File: config.mk
export PLATFORM = sky130hd
export DESIGN_NAME = reminder_tone_pattern_sequencer
export DESIGN_NICKNAME = d
export VERILOG_FILES = /design/src/hdl/rtps_pkg.sv /design/src/hdl/reminder_tone_pattern_sequencer.sv /design/src/hdl/rtps_engine.sv
export VERILOG_INCLUDE_DIRS = /design/src /design/src/hdl
export SDC_FILE = /design/constraint.sdc
export NUM_CORES = 1
export LEC_CHECK = 0
export BUFFER_PORTS_ARGS = -buffer_cell sky130_fd_sc_hd__buf_2
export CAP_MARGIN = 0
export CORE_MARGIN = 2
export CORE_UTILIZATION = 25
export DETAILED_ROUTE_END_ITERATION = 16
export SKIP_CTS_REPAIR_TIMING = 1
export SYNTH_ARGS = -nofsm -noshare
export SYNTH_HDL_FRONTEND = slang
export SYNTH_SLANG_ARGS = --single-unit
File: constraint.sdc
create_clock -name i_clk -period 12.5 [get_ports i_clk]
set_input_delay 0.625 -clock i_clk [delete_from_list [all_inputs] [get_ports i_clk]]
set_output_delay 0.625 -clock i_clk [all_outputs]
set_load 0.005 [all_outputs]
File: src/hdl/reminder_tone_pattern_sequencer_macros.svh
// assertion helpers used by the sequencer top level
`ifndef REMINDER_TONE_PATTERN_SEQUENCER_MACROS_SVH
`define REMINDER_TONE_PATTERN_SEQUENCER_MACROS_SVH

// same-cycle implication, checked on every clock edge outside reset
`define RTPS_ASSERT_IMP(label, ante, cons) \
    label: assert property (@(posedge i_clk) disable iff (!i_rst_n) (ante) |-> (cons)) \
        else $error("rtps check failed");

// next-cycle implication, checked on every clock edge outside reset
`define RTPS_ASSERT_NXT(label, ante, cons) \
    label: assert property (@(posedge i_clk) disable iff (!i_rst_n) (ante) |=> (cons)) \
        else $error("rtps check failed");

`endif

File: src/hdl/rtps_pkg.sv
`timescale 1ns / 1ps

package rtps_pkg;

    // default timestamp width
    localparam int TIME_WIDTH_DEF = 32;

    // timing constants, in milliseconds where named _MS, tone frequency in hertz
    localparam int          TOTAL_W       = 18;
    localparam logic [17:0] TOTAL_MS      = 18'd180000;
    localparam logic [15:0] PERIOD_MS     = 16'd30000;
    localparam logic [8:0]  LED_SLOW_MS   = 9'd500;
    localparam logic [8:0]  LED_QUICK_MS  = 9'd100;
    localparam logic [9:0]  MS_PER_SEC    = 10'd1000;
    localparam logic [10:0] POWER_TONE_HZ = 11'd600;
    localparam logic [9:0]  POWER_TONE_MS = 10'd60;
    localparam logic [2:0]  NUM_PATTERNS  = 3'd5;

    // configuration port
    localparam int CFG_IDX_W  = 3;
    localparam int CFG_DATA_W = 8;

    typedef enum logic [CFG_IDX_W-1:0] {
        REG_PULSE_SECONDS = 3'd0,
        REG_RHYTHM_SELECT = 3'd1,
        REG_SOUND_ENABLE  = 3'd2,
        REG_VOLUME_LEVEL  = 3'd3,
        REG_LED_ENABLE    = 3'd4
    } t_reg_idx;

    typedef enum logic [1:0] {
        CMD_NONE = 2'd0,
        CMD_TONE = 2'd1,
        CMD_MUTE = 2'd2
    } t_tone_cmd;

    typedef enum logic [2:0] {
        OC_RUNNING   = 3'd0,
        OC_ACK       = 3'd1,
        OC_PASSED    = 3'd2,
        OC_DISMISSED = 3'd3,
        OC_TIMEOUT   = 3'd4
    } t_outcome;

    typedef struct packed {
        logic [7:0] pulse_seconds;
        logic [2:0] rhythm_select;
        logic       sound_enable;
        logic [3:0] volume_level;
        logic       led_enable;
    } t_cfg;

    localparam logic [7:0] RST_PULSE_SECONDS = 8'd10;
    localparam logic [2:0] RST_RHYTHM_SELECT = 3'd0;
    localparam logic       RST_SOUND_ENABLE  = 1'b1;
    localparam logic [3:0] RST_VOLUME_LEVEL  = 4'd5;
    localparam logic       RST_LED_ENABLE    = 1'b1;

    // one input transaction, first field in the high bits
    typedef struct packed {
        logic        power_short;
        logic        press_b;
        logic        press_a;
        logic [31:0] now_ms;
    } t_item;

    // one result transaction, first field in the high bits
    typedef struct packed {
        logic        pulse_active;
        t_outcome    outcome;
        logic        led_level;
        logic [9:0]  tone_len_ms;
        logic [10:0] tone_hz;
        t_tone_cmd   tone_command;
    } t_result;

    localparam int ITEM_W     = $bits(t_item);
    localparam int RESULT_W   = $bits(t_result);
    localparam int S_TDATA_W  = ((ITEM_W + 7) / 8) * 8;
    localparam int M_TDATA_W  = ((RESULT_W + 7) / 8) * 8;

    typedef struct packed {
        logic [10:0] hz;
        logic [9:0]  ms;
    } t_tone_step;

    // tone step rom, all five patterns back to back
    function automatic t_tone_step rom_step(input logic [5:0] addr);
        t_tone_step s;
        case (addr)
            6'd0:  s = '{11'd1500, 10'd200};
            6'd1:  s = '{11'd0,    10'd800};
            6'd2:  s = '{11'd1500, 10'd120};
            6'd3:  s = '{11'd0,    10'd80};
            6'd4:  s = '{11'd1500, 10'd120};
            6'd5:  s = '{11'd0,    10'd80};
            6'd6:  s = '{11'd1500, 10'd120};
            6'd7:  s = '{11'd0,    10'd480};
            6'd8:  s = '{11'd1200, 10'd800};
            6'd9:  s = '{11'd0,    10'd200};
            6'd10: s = '{11'd1500, 10'd120};
            6'd11: s = '{11'd0,    10'd80};
            6'd12: s = '{11'd1500, 10'd120};
            6'd13: s = '{11'd0,    10'd80};
            6'd14: s = '{11'd1500, 10'd120};
            6'd15: s = '{11'd0,    10'd240};
            6'd16: s = '{11'd1500, 10'd320};
            6'd17: s = '{11'd0,    10'd80};
            6'd18: s = '{11'd1500, 10'd320};
            6'd19: s = '{11'd0,    10'd80};
            6'd20: s = '{11'd1500, 10'd320};
            6'd21: s = '{11'd0,    10'd240};
            6'd22: s = '{11'd1500, 10'd120};
            6'd23: s = '{11'd0,    10'd80};
            6'd24: s = '{11'd1500, 10'd120};
            6'd25: s = '{11'd0,    10'd80};
            6'd26: s = '{11'd1500, 10'd120};
            6'd27: s = '{11'd0,    10'd480};
            6'd28: s = '{11'd800,  10'd180};
            6'd29: s = '{11'd0,    10'd40};
            6'd30: s = '{11'd1200, 10'd180};
            6'd31: s = '{11'd0,    10'd40};
            6'd32: s = '{11'd1800, 10'd220};
            6'd33: s = '{11'd0,    10'd400};
            default: s = '{11'd0,  10'd0};
        endcase
        return s;
    endfunction

    // first rom entry of each pattern
    function automatic logic [5:0] pat_base(input logic [2:0] r);
        logic [5:0] b;
        case (r)
            3'd1:    b = 6'd2;
            3'd2:    b = 6'd8;
            3'd3:    b = 6'd10;
            3'd4:    b = 6'd28;
            default: b = 6'd0;
        endcase
        return b;
    endfunction

    // number of steps in each pattern
    function automatic logic [4:0] pat_len(input logic [2:0] r);
        logic [4:0] n;
        case (r)
            3'd1:    n = 5'd6;
            3'd2:    n = 5'd2;
            3'd3:    n = 5'd18;
            3'd4:    n = 5'd6;
            default: n = 5'd2;
        endcase
        return n;
    endfunction

endpackage

File: src/hdl/reminder_tone_pattern_sequencer.sv
// pipeline: a sample enters the input register, and its result is held in the
//   result register until its result transaction completes
// throughput: one sample per cycle unless the result stream stalls; the state update for one
//   sample is a single pass through the step logic between the input and result registers
// reset: synchronous active low; clears the sequencer state, empties both
//   pipeline registers and restores the configuration register defaults
`timescale 1ns / 1ps
`include "reminder_tone_pattern_sequencer_macros.svh"

module reminder_tone_pattern_sequencer #(
    parameter int TIME_WIDTH = rtps_pkg::TIME_WIDTH_DEF
) (
    input  logic                             i_clk,
    input  logic                             i_rst_n,
    // configuration writes
    input  logic                             i_cfg_we,
    input  logic [rtps_pkg::CFG_IDX_W-1:0]   i_cfg_index,
    input  logic [rtps_pkg::CFG_DATA_W-1:0]  i_cfg_data,
    // sample stream
    input  logic                             s_axis_tvalid,
    output logic                             s_axis_tready,
    input  logic [rtps_pkg::S_TDATA_W-1:0]   s_axis_tdata,  // now_ms, press_a, press_b, power_short
    // result stream
    output logic                             m_axis_tvalid,
    input  logic                             m_axis_tready,
    output logic [rtps_pkg::M_TDATA_W-1:0]   m_axis_tdata   // tone_command, tone_hz, tone_len_ms,
                                                            // led_level, outcome, pulse_active
);
    import rtps_pkg::*;

    t_cfg    r_cfg;
    logic    r_in_valid;
    t_item   r_in_item;
    logic    r_out_valid;
    t_result r_out_res;
    t_result w_res;
    logic    w_advance;
    logic    w_step;
    logic    w_s_accept;

    // configuration registers
    always_ff @(posedge i_clk) begin
        if (!i_rst_n) begin
            r_cfg.pulse_seconds <= RST_PULSE_SECONDS;
            r_cfg.rhythm_select <= RST_RHYTHM_SELECT;
            r_cfg.sound_enable  <= RST_SOUND_ENABLE;
            r_cfg.volume_level  <= RST_VOLUME_LEVEL;
            r_cfg.led_enable    <= RST_LED_ENABLE;
        end else if (i_cfg_we) begin
            case (i_cfg_index)
                REG_PULSE_SECONDS: r_cfg.pulse_seconds <= i_cfg_data;
                REG_RHYTHM_SELECT: r_cfg.rhythm_select <= i_cfg_data[2:0];
                REG_SOUND_ENABLE:  r_cfg.sound_enable  <= i_cfg_data[0];
                REG_VOLUME_LEVEL:  r_cfg.volume_level  <= i_cfg_data[3:0];
                REG_LED_ENABLE:    r_cfg.led_enable    <= i_cfg_data[0];
                default: ;
            endcase
        end
    end

    // pipeline flow control
    assign w_advance     = !r_out_valid || m_axis_tready;
    assign w_step        = r_in_valid && w_advance;
    assign s_axis_tready = !r_in_valid || w_advance;
    assign w_s_accept    = s_axis_tvalid && s_axis_tready;

    // input register
    always_ff @(posedge i_clk) begin
        if (!i_rst_n) begin
            r_in_valid <= 1'b0;
        end else begin
            r_in_valid <= w_s_accept || (r_in_valid && !w_advance);
        end
    end

    always_ff @(posedge i_clk) begin
        if (w_s_accept) begin
            r_in_item <= t_item'(s_axis_tdata[ITEM_W-1:0]);
        end
    end

    rtps_engine #(
        .TIME_WIDTH (TIME_WIDTH)
    ) u_engine (
        .i_clk   (i_clk),
        .i_rst_n (i_rst_n),
        .i_step  (w_step),
        .i_item  (r_in_item),
        .i_cfg   (r_cfg),
        .o_res   (w_res)
    );

    // result register
    always_ff @(posedge i_clk) begin
        if (!i_rst_n) begin
            r_out_valid <= 1'b0;
        end else if (w_step) begin
            r_out_valid <= 1'b1;
        end else if (m_axis_tready) begin
            r_out_valid <= 1'b0;
        end
    end

    always_ff @(posedge i_clk) begin
        if (w_step) begin
            r_out_res <= w_res;
        end
    end

    assign m_axis_tvalid = r_out_valid;
    assign m_axis_tdata  = M_TDATA_W'(r_out_res);

    // a finished run never reports an active pulse
    `RTPS_ASSERT_IMP(a_done_not_active, w_step && w_res.outcome != OC_RUNNING, !w_res.pulse_active)
    // once an outcome has gone out, every later result repeats it
    `RTPS_ASSERT_IMP(a_outcome_sticky, w_step && r_out_valid && r_out_res.outcome != OC_RUNNING, w_res.outcome == r_out_res.outcome)
    // a tone command always carries a frequency and a length
    `RTPS_ASSERT_IMP(a_tone_has_payload, w_step && w_res.tone_command == CMD_TONE, w_res.tone_hz != '0 && w_res.tone_len_ms != '0)
    // a processed sample always lands in the result register
    `RTPS_ASSERT_NXT(a_step_fills_out, w_step, r_out_valid)

endmodule

File: src/hdl/rtps_engine.sv
`timescale 1ns / 1ps

module rtps_engine #(
    parameter int TIME_WIDTH = rtps_pkg::TIME_WIDTH_DEF
) (
    input  logic             i_clk,
    input  logic             i_rst_n,
    input  logic             i_step,
    input  rtps_pkg::t_item  i_item,
    input  rtps_pkg::t_cfg   i_cfg,
    output rtps_pkg::t_result o_res
);
    import rtps_pkg::*;

    localparam int TW = TIME_WIDTH;
    localparam int CW = (TW > TOTAL_W) ? TW : TOTAL_W;

    // true when a is at or after b, modulo the timestamp range
    function automatic logic reached(input logic [TW-1:0] a, input logic [TW-1:0] b);
        logic [TW-1:0] d;
        d = a - b;
        return !d[TW-1];
    endfunction

    // sequencer state
    logic          r_started,     n_started;
    logic [TW-1:0] r_start_time,  n_start_time;
    logic [TW-1:0] r_next_pulse,  n_next_pulse;
    logic [TW-1:0] r_pulse_end,   n_pulse_end;
    logic [TW-1:0] r_step_end,    n_step_end;
    logic [4:0]    r_step_index,  n_step_index;
    logic          r_playing,     n_playing;
    logic [TW-1:0] r_led_time,    n_led_time;
    logic          r_led_phase,   n_led_phase;
    t_outcome      r_outcome,     n_outcome;

    logic [TW-1:0] v_now;
    logic [TW-1:0] v_start;
    logic [TW-1:0] v_next;
    logic [TW-1:0] v_led_base;
    logic          v_phase;
    logic [CW-1:0] v_elapsed;
    logic          v_begin;
    logic [TW-1:0] v_pend;
    logic [TW-1:0] v_send;
    logic [4:0]    v_sidx;
    logic          v_play;
    logic [17:0]   v_pulse_ms;
    logic [2:0]    v_rhythm;
    logic [4:0]    v_len;
    logic [4:0]    v_idx;
    logic [4:0]    v_idx_inc;
    t_tone_step    v_tone;
    t_outcome      v_oc;
    logic [8:0]    v_led_thr;
    logic [TW-1:0] v_led_elapsed;

    assign v_now      = TW'(i_item.now_ms);
    assign v_pulse_ms = 18'(i_cfg.pulse_seconds) * 18'(MS_PER_SEC);

    // first sample latches the time bases
    assign v_start    = r_started ? r_start_time : v_now;
    assign v_next     = r_started ? r_next_pulse : v_now;
    assign v_led_base = r_started ? r_led_time : v_now;
    assign v_phase    = r_started ? r_led_phase : 1'b0;
    assign v_elapsed  = CW'(v_now - v_start);

    // button priority, then the overall time limit
    always_comb begin
        if (i_item.press_a) begin
            v_oc = OC_ACK;
        end else if (i_item.press_b) begin
            v_oc = OC_PASSED;
        end else if (i_item.power_short) begin
            v_oc = OC_DISMISSED;
        end else if (v_elapsed >= CW'(TOTAL_MS)) begin
            v_oc = OC_TIMEOUT;
        end else begin
            v_oc = OC_RUNNING;
        end
    end

    // pulse start and pattern step lookup
    assign v_begin   = !r_playing && reached(v_now, v_next);
    assign v_pend    = v_begin ? v_now + TW'(v_pulse_ms) : r_pulse_end;
    assign v_send    = v_begin ? v_now : r_step_end;
    assign v_sidx    = v_begin ? 5'd0 : r_step_index;
    assign v_play    = r_playing || v_begin;
    assign v_rhythm  = (i_cfg.rhythm_select < NUM_PATTERNS) ? i_cfg.rhythm_select : 3'd0;
    assign v_len     = pat_len(v_rhythm);
    assign v_idx     = (v_sidx < v_len) ? v_sidx : 5'd0;
    assign v_idx_inc = v_idx + 5'd1;
    assign v_tone    = rom_step(pat_base(v_rhythm) + 6'(v_idx));

    // next state and result for one sample
    always_comb begin
        n_started    = r_started;
        n_start_time = r_start_time;
        n_next_pulse = r_next_pulse;
        n_pulse_end  = r_pulse_end;
        n_step_end   = r_step_end;
        n_step_index = r_step_index;
        n_playing    = r_playing;
        n_led_time   = r_led_time;
        n_led_phase  = r_led_phase;
        n_outcome    = r_outcome;
        v_led_thr     = LED_SLOW_MS;
        v_led_elapsed = '0;

        o_res              = '0;
        o_res.tone_command = CMD_NONE;
        o_res.led_level    = 1'b1;
        o_res.outcome      = r_outcome;

        if (r_outcome != OC_RUNNING) begin
            // finished: idle until reset
            o_res.outcome = r_outcome;
        end else if (v_oc != OC_RUNNING) begin
            n_started    = 1'b1;
            n_start_time = v_start;
            n_next_pulse = v_next;
            n_led_time   = v_led_base;
            n_led_phase  = v_phase;
            n_outcome    = v_oc;
            n_playing    = 1'b0;
            o_res.outcome = v_oc;
            if (v_oc == OC_DISMISSED) begin
                o_res.tone_command = CMD_TONE;
                o_res.tone_hz      = POWER_TONE_HZ;
                o_res.tone_len_ms  = POWER_TONE_MS;
            end else begin
                o_res.tone_command = CMD_MUTE;
            end
        end else begin
            n_started    = 1'b1;
            n_start_time = v_start;
            n_next_pulse = v_begin ? v_now + TW'(PERIOD_MS) : v_next;
            n_pulse_end  = v_pend;
            n_step_end   = v_send;
            n_step_index = v_sidx;
            n_playing    = v_play;

            // pattern playback
            if (v_play) begin
                if (reached(v_now, v_pend)) begin
                    o_res.tone_command = CMD_MUTE;
                    n_playing          = 1'b0;
                end else if (reached(v_now, v_send)) begin
                    if (v_tone.hz != '0 && i_cfg.sound_enable && i_cfg.volume_level != '0) begin
                        o_res.tone_command = CMD_TONE;
                        o_res.tone_hz      = v_tone.hz;
                        o_res.tone_len_ms  = v_tone.ms;
                    end else begin
                        o_res.tone_command = CMD_MUTE;
                    end
                    n_step_end   = v_now + TW'(v_tone.ms);
                    n_step_index = (v_idx_inc == v_len) ? 5'd0 : v_idx_inc;
                end
            end

            // led blink, fast while a pulse plays
            v_led_thr     = n_playing ? LED_QUICK_MS : LED_SLOW_MS;
            v_led_elapsed = v_now - v_led_base;
            if (v_led_elapsed >= TW'(v_led_thr)) begin
                n_led_time  = v_now;
                n_led_phase = !v_phase;
            end else begin
                n_led_time  = v_led_base;
                n_led_phase = v_phase;
            end

            o_res.led_level    = !(i_cfg.led_enable && n_led_phase);
            o_res.pulse_active = n_playing;
        end
    end

    // state registers, advanced once per processed sample
    always_ff @(posedge i_clk) begin
        if (!i_rst_n) begin
            r_started    <= 1'b0;
            r_start_time <= '0;
            r_next_pulse <= '0;
            r_pulse_end  <= '0;
            r_step_end   <= '0;
            r_step_index <= '0;
            r_playing    <= 1'b0;
            r_led_time   <= '0;
            r_led_phase  <= 1'b0;
            r_outcome    <= OC_RUNNING;
        end else if (i_step) begin
            r_started    <= n_started;
            r_start_time <= n_start_time;
            r_next_pulse <= n_next_pulse;
            r_pulse_end  <= n_pulse_end;
            r_step_end   <= n_step_end;
            r_step_index <= n_step_index;
            r_playing    <= n_playing;
            r_led_time   <= n_led_time;
            r_led_phase  <= n_led_phase;
            r_outcome    <= n_outcome;
        end
    end

endmodule
==> flow_metrics.env <==
export IMPL_hpwl_mm=46.2
export IMPL_htreeDepth=2
export IMPL_crit_family="adder cells"
export IMPL_antenna_found_initial=0
export IMPL_synthCells=2631
export IMPL_grt_max_degree=87
export IMPL_setup_viol=0
export IMPL_pre_cts_slack_ns=2.10
export IMPL_yosysTopAreaCell="dfxtp_1"
export IMPL_power_leakage_nw=9.73
export IMPL_required_ns=12.93
export IMPL_synth_seq_cells=249
export IMPL_grt_setup_unrepaired="no"
export IMPL_syn_area_um2=21400
export IMPL_start_util_pct=25.1
export IMPL_grt_first_pass_wirelength_mm=99.3
export IMPL_holdWs_ns=0.224
export IMPL_yosys_area_top_type_share_pct=17.8
export IMPL_synth_edf_count=59
export IMPL_status="completed"
export IMPL_cts_tree="yes"
export IMPL_dr_pass1_iters=5
export IMPL_port_buffers=76
export IMPL_nets=2967
export IMPL_maxCapViolations=0
export IMPL_n_antenna_cell=0
export IMPL_place_area_um2=23000
export IMPL_clk_pin_slew_ns=0.06
export IMPL_drive_above_1_share_pct=9.10
export IMPL_coreArea_um2=85000
export IMPL_insertion_delay_ns=0.57
export IMPL_power_density_nw_per_um2=122
export IMPL_syn_to_final_growth_pct=13.3
export IMPL_yosysUniqueCellTypes=94
export IMPL_cts_root_buf="clkbuf_16"
export IMPL_cpMostUsedCell="ha_1"
export IMPL_synth_area_top_cells="dfxtp_1 18%, ha_1 13%, edfxtp_1 8.3%"
export IMPL_hold_violations=0
export IMPL_ir_worst_vdd_uv=120
export IMPL_drt_iter0_markers=1418
export IMPL_max_slew_margin_rel_pct=32.7
export IMPL_grt_use_total_pct=14.1
export IMPL_ys_seq_area_share_pct=26.1
export IMPL_fillerInstances=9122
export IMPL_overflow=0
export IMPL_hold_class="input port to flop"
export IMPL_synthFlopType="dfxtp_1"
export IMPL_fin_crit_sh_pct=83.0
export IMPL_clkSinkCount=249
export IMPL_power_mw=2.96
export IMPL_worst_path_max_fanout=28
export IMPL_die_y_um=296
export IMPL_fin_tns_setup_ns=0
export IMPL_vias=19400
export IMPL_grt_pass1_vias=17800
export IMPL_fin_ws_ns=2.12
export IMPL_finClkSkew_ns=0.0310
export IMPL_place_gp_congestion=0.890
export IMPL_max_freq_mhz=96.3
export IMPL_die_width_um=296
export IMPL_slew_violations=0
export IMPL_critPathBufInv=6
export IMPL_rows=107
export IMPL_drc=0
export IMPL_ant_nets=0
export IMPL_viasPerCell=5.06
export IMPL_wl_per_cell_um=16.5
export IMPL_cts_buffers=35
export IMPL_cp_slowest_cell="nor4_2"
export IMPL_worstSetupPathType="flop to flop"
export IMPL_final_cell_area_um2=24200
export IMPL_worstMarginPinSlew_ns=1.01
export IMPL_ios=90
export IMPL_cp_arrival_ns=10.81
export IMPL_async_reset_ff_share_pct=0
export IMPL_ys_warn_count=0
export IMPL_clockBufferDepth=3
export IMPL_crit_path_max_incr_delay_ns=0.67
export IMPL_design_die_area_um2=87900
export IMPL_fin_crit_ns=10.38
export IMPL_final_cell_mix="302 x nand2_1, 302 x a21oi_1, 228 x ha_1, 189 x dfxtp_1, 183 x nor2_1"
export IMPL_critPathCaptureType="flop"
export IMPL_crit_path_start_kind="flop"
export IMPL_postSynthAreaPerCell_um2=8.12
export IMPL_finalWirelength_mm=63.1
routing by layer:
layer / vias up / track usage (%) / share of wire, % / wire length (µm)
met4: 0 / 3.41 / 2.0 / 1280
met1: 9249 / 19.4 / 47 / 29600
met5: - / 0 / 0 / 0
li1: 9588 / - / - / -
met2: 445 / 23.2 / 46 / 29300
met3: 73 / 1.73 / 4.7 / 2960
area by class of cell:
cell class	instances	area [µm²]	share of cell area [%]
multi-input cells	2124	14800	61.0
flip-flops and latches	249	5580	23.0
well taps	1144	1430	5.91
clock buffers	52	1050	4.34
repair buffers	131	796	3.28
inverters	116	438	1.81
clock inverters	10	165	0.682
logic make-up (layout without fill, tap and decap cells):
| kind of cell | count (synthesis) | count (layout) | share of synthesized area (%) |
|---|---|---|---|
| xor gates and xnor gates | 117 | 117 | 4.79 |
| buffers and inverters | 265 | 309 | 5.07 |
| adders and majority gates | 254 | 254 | 15.8 |
| AOI/OAI and AO/OA | 783 | 783 | 23.3 |
| and+or+nand+nor | 830 | 830 | 18.6 |
| other | 1 | 8 | 0.0175 |
| muxes | 132 | 132 | 6.40 |
| DFF | 249 | 249 | 26.1 |
final timing paths:
check / depth (start not counted) / slack, ns / start / to
hold / removal: 1 / 0.22 / s_axis_tdata[12] / r_in_item[12]$_DFFE_PP_
hold reg to reg: 2 / 0.45 / u_engine.r_step_end[30]$_SDFFE_PN0P_ / u_engine.r_step_end[30]$_SDFFE_PN0P_
setup reg to reg: 47 / 2.12 / r_cfg[10]$_SDFFE_PN1P_ / u_engine.r_led_time[8]$_SDFFE_PN0P_
setup / recovery: 47 / 2.12 / r_cfg[10]$_SDFFE_PN1P_ / u_engine.r_led_time[8]$_SDFFE_PN0P_
power breakdown:
| part | total, mW | internal (mW) | leakage [nW] | switching [mW] |
|---|---|---|---|---|
| sequential | 0.885 | 0.859 | 2.10 | 0.0258 |
| clock | 1.06 | 0.649 | 0.599 | 0.407 |
| combinational | 1.02 | 0.401 | 7.02 | 0.617 |
| total | 2.96 | 1.91 | 9.73 | 1.05 |
sequential cells by signal, summed over array words and instances (netlist names):
| signal | count |
|---|---|
| u_engine.r_step_index | 5 |
| u_engine.r_led_time | 32 |
| u_engine.r_outcome | 3 |
| r_in_valid | 1 |
| m_axis_tvalid | 1 |
| m_axis_tdata | 24 |
| r_cfg | 17 |
| u_engine.r_led_phase | 1 |
| r_in_item | 35 |
| u_engine.r_start_time | 32 |
| u_engine.r_playing | 1 |
| u_engine.r_step_end | 32 |
| u_engine.r_pulse_end | 32 |
| u_engine.r_started | 1 |
| u_engine.r_next_pulse | 32 |
cell usage after synthesis (44+ instances only):
| library cell | number |
|---|---|
| a21oi_1 | 302 |
| nand2_1 | 302 |
| ha_1 | 228 |
| dfxtp_1 | 190 |
| nor2_1 | 184 |
| o21ai_0 | 129 |
| inv_1 | 115 |
| clkbuf_1 | 105 |
| mux2i_1 | 103 |
| a211oi_1 | 68 |
| xnor2_1 | 67 |
| nand3_1 | 65 |
| edfxtp_1 | 59 |
| nor2b_1 | 52 |
| xor2_1 | 50 |
| a21o_1 | 47 |
| nor3_1 | 44 |
stage by stage:
| step | std cells | utilization, % |
|---|---|---|
| 2_1_floorplan | 2638 | - |
| 3_3_place_gp | 3764 | 27.1 |
| 3_5_place_dp | 3764 | 27.1 |
| 4_1_cts | 3826 | 28.5 |
| 5_1_grt | 3826 | 28.5 |
| 6_report | 3826 | 28.5 |
No activity file was read; power rests on OpenSTA's default activity.
